`config.mk`:
```
export PLATFORM = sky130hd
export DESIGN_NAME = lpp_fifo
export DESIGN_NICKNAME = d
export VERILOG_FILES = /design/src/sv/lpp_pkg.sv /design/src/sv/lpp_fifo.sv
export VERILOG_INCLUDE_DIRS = /design/src /design/src/sv
export SDC_FILE = /design/constraint.sdc
export NUM_CORES = 1
export LEC_CHECK = 0
export ABC_AREA = 1
export BUFFER_PORTS_ARGS = -buffer_cell sky130_fd_sc_hd__buf_2
export CAP_MARGIN = 20
export CORE_AREA = 2 2 295 297
export CTS_CLUSTER_DIAMETER = 200
export DETAILED_ROUTE_END_ITERATION = 10
export DIE_AREA = 0 0 297 299
export PLACE_DENSITY = 0.61
export SLEW_MARGIN = 20
export SYNTH_ARGS = -nofsm -noshare
export SYNTH_HDL_FRONTEND = slang
export SYNTH_SLANG_ARGS = --single-unit
```
`constraint.sdc`:
```
create_clock -name i_clk -period 5 [get_ports i_clk]
set_input_delay 0.5 -clock i_clk [delete_from_list [all_inputs] [get_ports i_clk]]
set_output_delay 0.5 -clock i_clk [all_outputs]
set_load 0.02 [all_outputs]
```
`src/sv/lidar_point_to_pixel_projection_assert.svh`:
```
// assertion macros shared by the rtl
`ifndef LIDAR_POINT_TO_PIXEL_PROJECTION_ASSERT_SVH
`define LIDAR_POINT_TO_PIXEL_PROJECTION_ASSERT_SVH

// condition must never hold
`define LPP_ASSERT_NEVER(label, clk, rst_n, cond, msg) \
    label: assert property (@(posedge clk) disable iff (!rst_n) !(cond)) else $error(msg);

// same-cycle implication
`define LPP_ASSERT_IMPL(label, clk, rst_n, ante, cons, msg) \
    label: assert property (@(posedge clk) disable iff (!rst_n) (ante) |-> (cons)) \
        else $error(msg);

// next-cycle implication
`define LPP_ASSERT_NEXT(label, clk, rst_n, ante, cons, msg) \
    label: assert property (@(posedge clk) disable iff (!rst_n) (ante) |=> (cons)) \
        else $error(msg);

`endif

```
`src/sv/lpp_pkg.sv`:
```
package lpp_pkg;

    localparam int PW = 20;
    localparam int RW = 20;
    localparam int TW = 21;
    localparam int FRAC = 18;
    localparam int PRW = PW + RW;
    localparam int CW = 43;
    localparam int DW = CW - 1;
    localparam int NW = DW + 16;
    localparam int QW = 30;
    localparam int HW = 17;
    localparam int DMW = 20;
    localparam int MQ_DEPTH = 4;
    localparam int MQ_AW = 2;

    localparam logic signed [CW-1:0] DEPTH_MIN = CW'(64'd1000 << FRAC);
    localparam logic [DMW-1:0] DEPTH_MAX = {DMW{1'b1}};

    typedef enum logic [2:0] {
        CFG_ROT0,
        CFG_ROT1,
        CFG_ROT2,
        CFG_TRANS,
        CFG_FOCAL,
        CFG_PRINC,
        CFG_IMG_W,
        CFG_IMG_H
    } t_cfg_idx;

    typedef struct packed {
        logic [62:0] rot0;
        logic [62:0] rot1;
        logic [62:0] rot2;
        logic [62:0] translation;
        logic [63:0] focal;
        logic [63:0] principal;
        logic [12:0] img_w;
        logic [12:0] img_h;
    } t_cfg;

    typedef struct packed {
        logic                 ok;
        logic signed [CW-1:0] cam_x;
        logic signed [CW-1:0] cam_y;
        logic [DW-1:0]        cam_z;
        logic [DMW-1:0]       dmm;
        logic [HW-1:0]        lo_x;
        logic [HW-1:0]        hi_x;
        logic [HW-1:0]        lo_y;
        logic [HW-1:0]        hi_y;
    } t_mid;

endpackage

```
`src/sv/lpp_fifo.sv`:
```
module lpp_fifo (
    input  logic          i_clk,
    input  logic          i_rst_n,
    input  logic          i_push,
    input  lpp_pkg::t_mid i_data,
    input  logic          i_pop,
    output logic          o_empty,
    output lpp_pkg::t_mid o_data
);
    import lpp_pkg::*;

    `include "lidar_point_to_pixel_projection_assert.svh"

    t_mid             r_mem [MQ_DEPTH];
    logic [MQ_AW-1:0] r_wr, r_rd;
    logic [MQ_AW:0]   r_cnt;

    always_ff @(posedge i_clk) begin
        if (i_push) begin
            r_mem[r_wr] <= i_data;
        end
    end

    always_ff @(posedge i_clk) begin
        if (!i_rst_n) begin
            r_wr <= '0;
            r_rd <= '0;
            r_cnt <= '0;
        end else begin
            if (i_push) begin
                r_wr <= r_wr + 1'b1;
            end
            if (i_pop) begin
                r_rd <= r_rd + 1'b1;
            end
            if (i_push && !i_pop) begin
                r_cnt <= r_cnt + 1'b1;
            end else if (!i_push && i_pop) begin
                r_cnt <= r_cnt - 1'b1;
            end
        end
    end

    assign o_empty = (r_cnt == '0);
    assign o_data = r_mem[r_rd];

    `LPP_ASSERT_NEVER(a_no_overflow, i_clk, i_rst_n,
        i_push && !i_pop && (r_cnt == (MQ_AW+1)'(MQ_DEPTH)), "queue overflow")
    `LPP_ASSERT_NEVER(a_no_underflow, i_clk, i_rst_n, i_pop && o_empty, "queue underflow")
    `LPP_ASSERT_NEXT(a_count_up, i_clk, i_rst_n, i_push && !i_pop,
        r_cnt == $past(r_cnt) + 1'b1, "queue count did not follow push")

endmodule

```
==> run metrics <==
antenna viol nets, final 0; Fin. Hold Viols 0; share of the synthesized area in the top cell type between 80% and 90%; Seq/Total Area, Yosys 81.17%; detailed placement HPWL around 43000 um; Post-Synthesis Cells 2155; CP Launch Type flip-flop; Final Wtd Congestion 0.7707; Core Footprint 0.08594 mm2; cell accounting for the most synthesized area edfxtp_1; Syn. warnings 0; post-layout min period 3799 ps; largest net degree at the start of global routing 202; Crit path largest cell delay between 700 and 800 ps; vias post-DR approximately 20000; Netlist Area Pre-Place 0.03233 mm2; CP Data Arrival Time 3300 ps; Mapped Nets 2382; Worst VDD drop 0.3053 mV; vias in the first global route 19300; worst endpoint required time 4500 ps; Die W 297 um; FF-to-FF setup slack 2530 ps; vias per inst 5.137; CTS Buffer Depth 3; Avg Cell Area, Syn 15.00 um2; final wirelength 76600 um; clk slew on worst S/H paths roughly 60 ps; initial core utilization 37.62%; total grt overflow 0; Ports 439; Leak 13.20 nW; post-placement setup slack approximately 1800 ps; FP Rows about 110; Rel. slew slack 18.71%; Placed Area 0.03574 mm2; Pwr Density 428.9 mW/mm2; Slew Limit Fails 0; H-tree depth 3; Port Buf Inserts approximately 440; CP max FO 154; setup TNS 0 ps; worst skew pair latency 630 ps; gr usage total 16.59%; P&R area growth vs syn 19.61%; run status finished clean; RSZ-0062 raised after global routing no; Final Setup Violations 0; first-pass GRT wire length roughly 110000 um; CTS Hold Bufs 0; initial antenna violation count 27; flops & latches, synth 877; total CTS buffers 91; Synth area leaders edfxtp_1, o21ai_0, nor2_1; class of the worst hold path in2reg; Die Area a little under 0.09 mm2; Resized Gates After CTS 0; Fin Clk Skew 20.93 ps; Clock Sink Count about 880; crit path cell chain inv_8 -> buf_4 -> o21ai_0 -> o22ai_1 -> buf_2; Slowest cell on crit path inv_8; Worst Tran Pin Value 1219 ps; Final Instance Area 0.03867 mm2; share of layout cells above drive strength 1 22.75%; Post-CTS Setup Inserts 0; drc violations 0; drt pass-1 iters 7; Avg WL per Cell approximately 20 um; Die Y 299 um; CP endpoint kind primary output; Worst Setup Path Type reg2out; Cell variety after synth 21; TritonCTS clock tree done; fmax ~260 MHz; CTS root buf clkbuf_16; Final WS setup 1201 ps; DRT iter0 DRCs around 1600; # nets final 2798; Max Cap Viol 0; Final period util 75.98%
[final timing paths]
path               start             to  depth (start not counted)
min reg2reg      r_rd[1]      flip-flop                          1
max reg2reg      r_wr[0]  r_mem[0][155]                          5
min          i_data[146]  r_mem[0][146]                          1
max            flip-flop     o_data[55]                          5
[power breakdown]
part | switching (mW) | total, mW | internal [mW]
clock network | 2.75 | 6.46 | 3.70
logic | 1.17 | 1.63 | 0.457
registers | 0.0876 | 8.50 | 8.42
[synthesized netlist by cell type]
cell	count
dfxtp_1	9
o21ai_1	100
nor3_1	1
clkbuf_2	2
fa_1	1
inv_2	1
edfxtp_1	868
buf_2	19
nor2_1	439
o22ai_1	217
clkinv_1	1
buf_4	23
nand3_1	1
inv_1	15
a21oi_1	4
clkbuf_1	97
nand4_1	1
ha_1	5
nand2_1	9
buf_6	2
o21ai_0	340
[cell usage in the layout (no fill, tap or decap), types with 2 or more instances in the layout]
master and instances:
a21oi_1 4, buf_12 15, buf_2 438, buf_4 13, bufinv_16 5, clkbuf_1 21, clkbuf_16 93, clkinv_1 19
clkinv_16 2, clkinv_2 17, clkinvlp_4 8, dfxtp_1 7, dfxtp_4 2, diode_2 18, edfxtp_1 868, ha_1 5
inv_1 11, inv_16 2, inv_6 4, inv_8 2, nand2_1 9, nor2_1 439, o21ai_0 340, o21ai_1 100
o22ai_1 217
[state kept, by name (all words and copies together) (netlist names), named ones only]
name / cells
r_mem: 868
r_wr: 2
r_cnt: 3
r_rd: 2
[critical path: cells and delay by family, from the launching register on]
kind	cells	cell delay, ps
DFF	1	580
buffers and inverters	3	1480
AOI/OAI and AO/OA	2	350
[per-layer routing]
layer | track usage, % | vias to the layer above | routed length [um]
li1 | - | 9060 | -
met1 | 21.42 | 9780 | 31420
met2 | 26.71 | 612 | 37240
met3 | 4.835 | 144 | 5689
met4 | 6.049 | 22 | 2099
met5 | 0 | - | 147
[per-stage QoR]
stage	utilization [%]	total power [mW]	cells	hold slack [ps]
final	45.00	16.59	3819	76.59
after global routing	44.98	17.20	3814	21.45
after CTS	44.95	16.77	3801	13.36
after detailed placement	41.59	10.30	3633	425.2
after global placement	41.56	10.24	3632	428.3
after floorplan	-	9.619	2155	411.5
[logic make-up (layout without fill, tap and decap cells)]
family                     Yosys count  after routing  share of synthesized area [%]
AOI/OAI and AO/OA                  661            661                          11.07
adders and majority gates            6              6                         0.2554
buffers and inverters              160            651                          2.252
and+or+nand+nor                    451            451                          5.251
DFF                                877            877                          81.17
other                                0             18                              0
[cell type report]
class	instances	area (um2)
tap	1155	1445
clock buffer	114	2406
sequential	877	26250
antenna	18	45.04
timing repair buffer	466	2590
multi-input combinational	1118	5360
clock inverter	54	483.0
inverter	17	91.34
fill	7584	47270
Note: power is estimated with default switching activity, not from simulation.
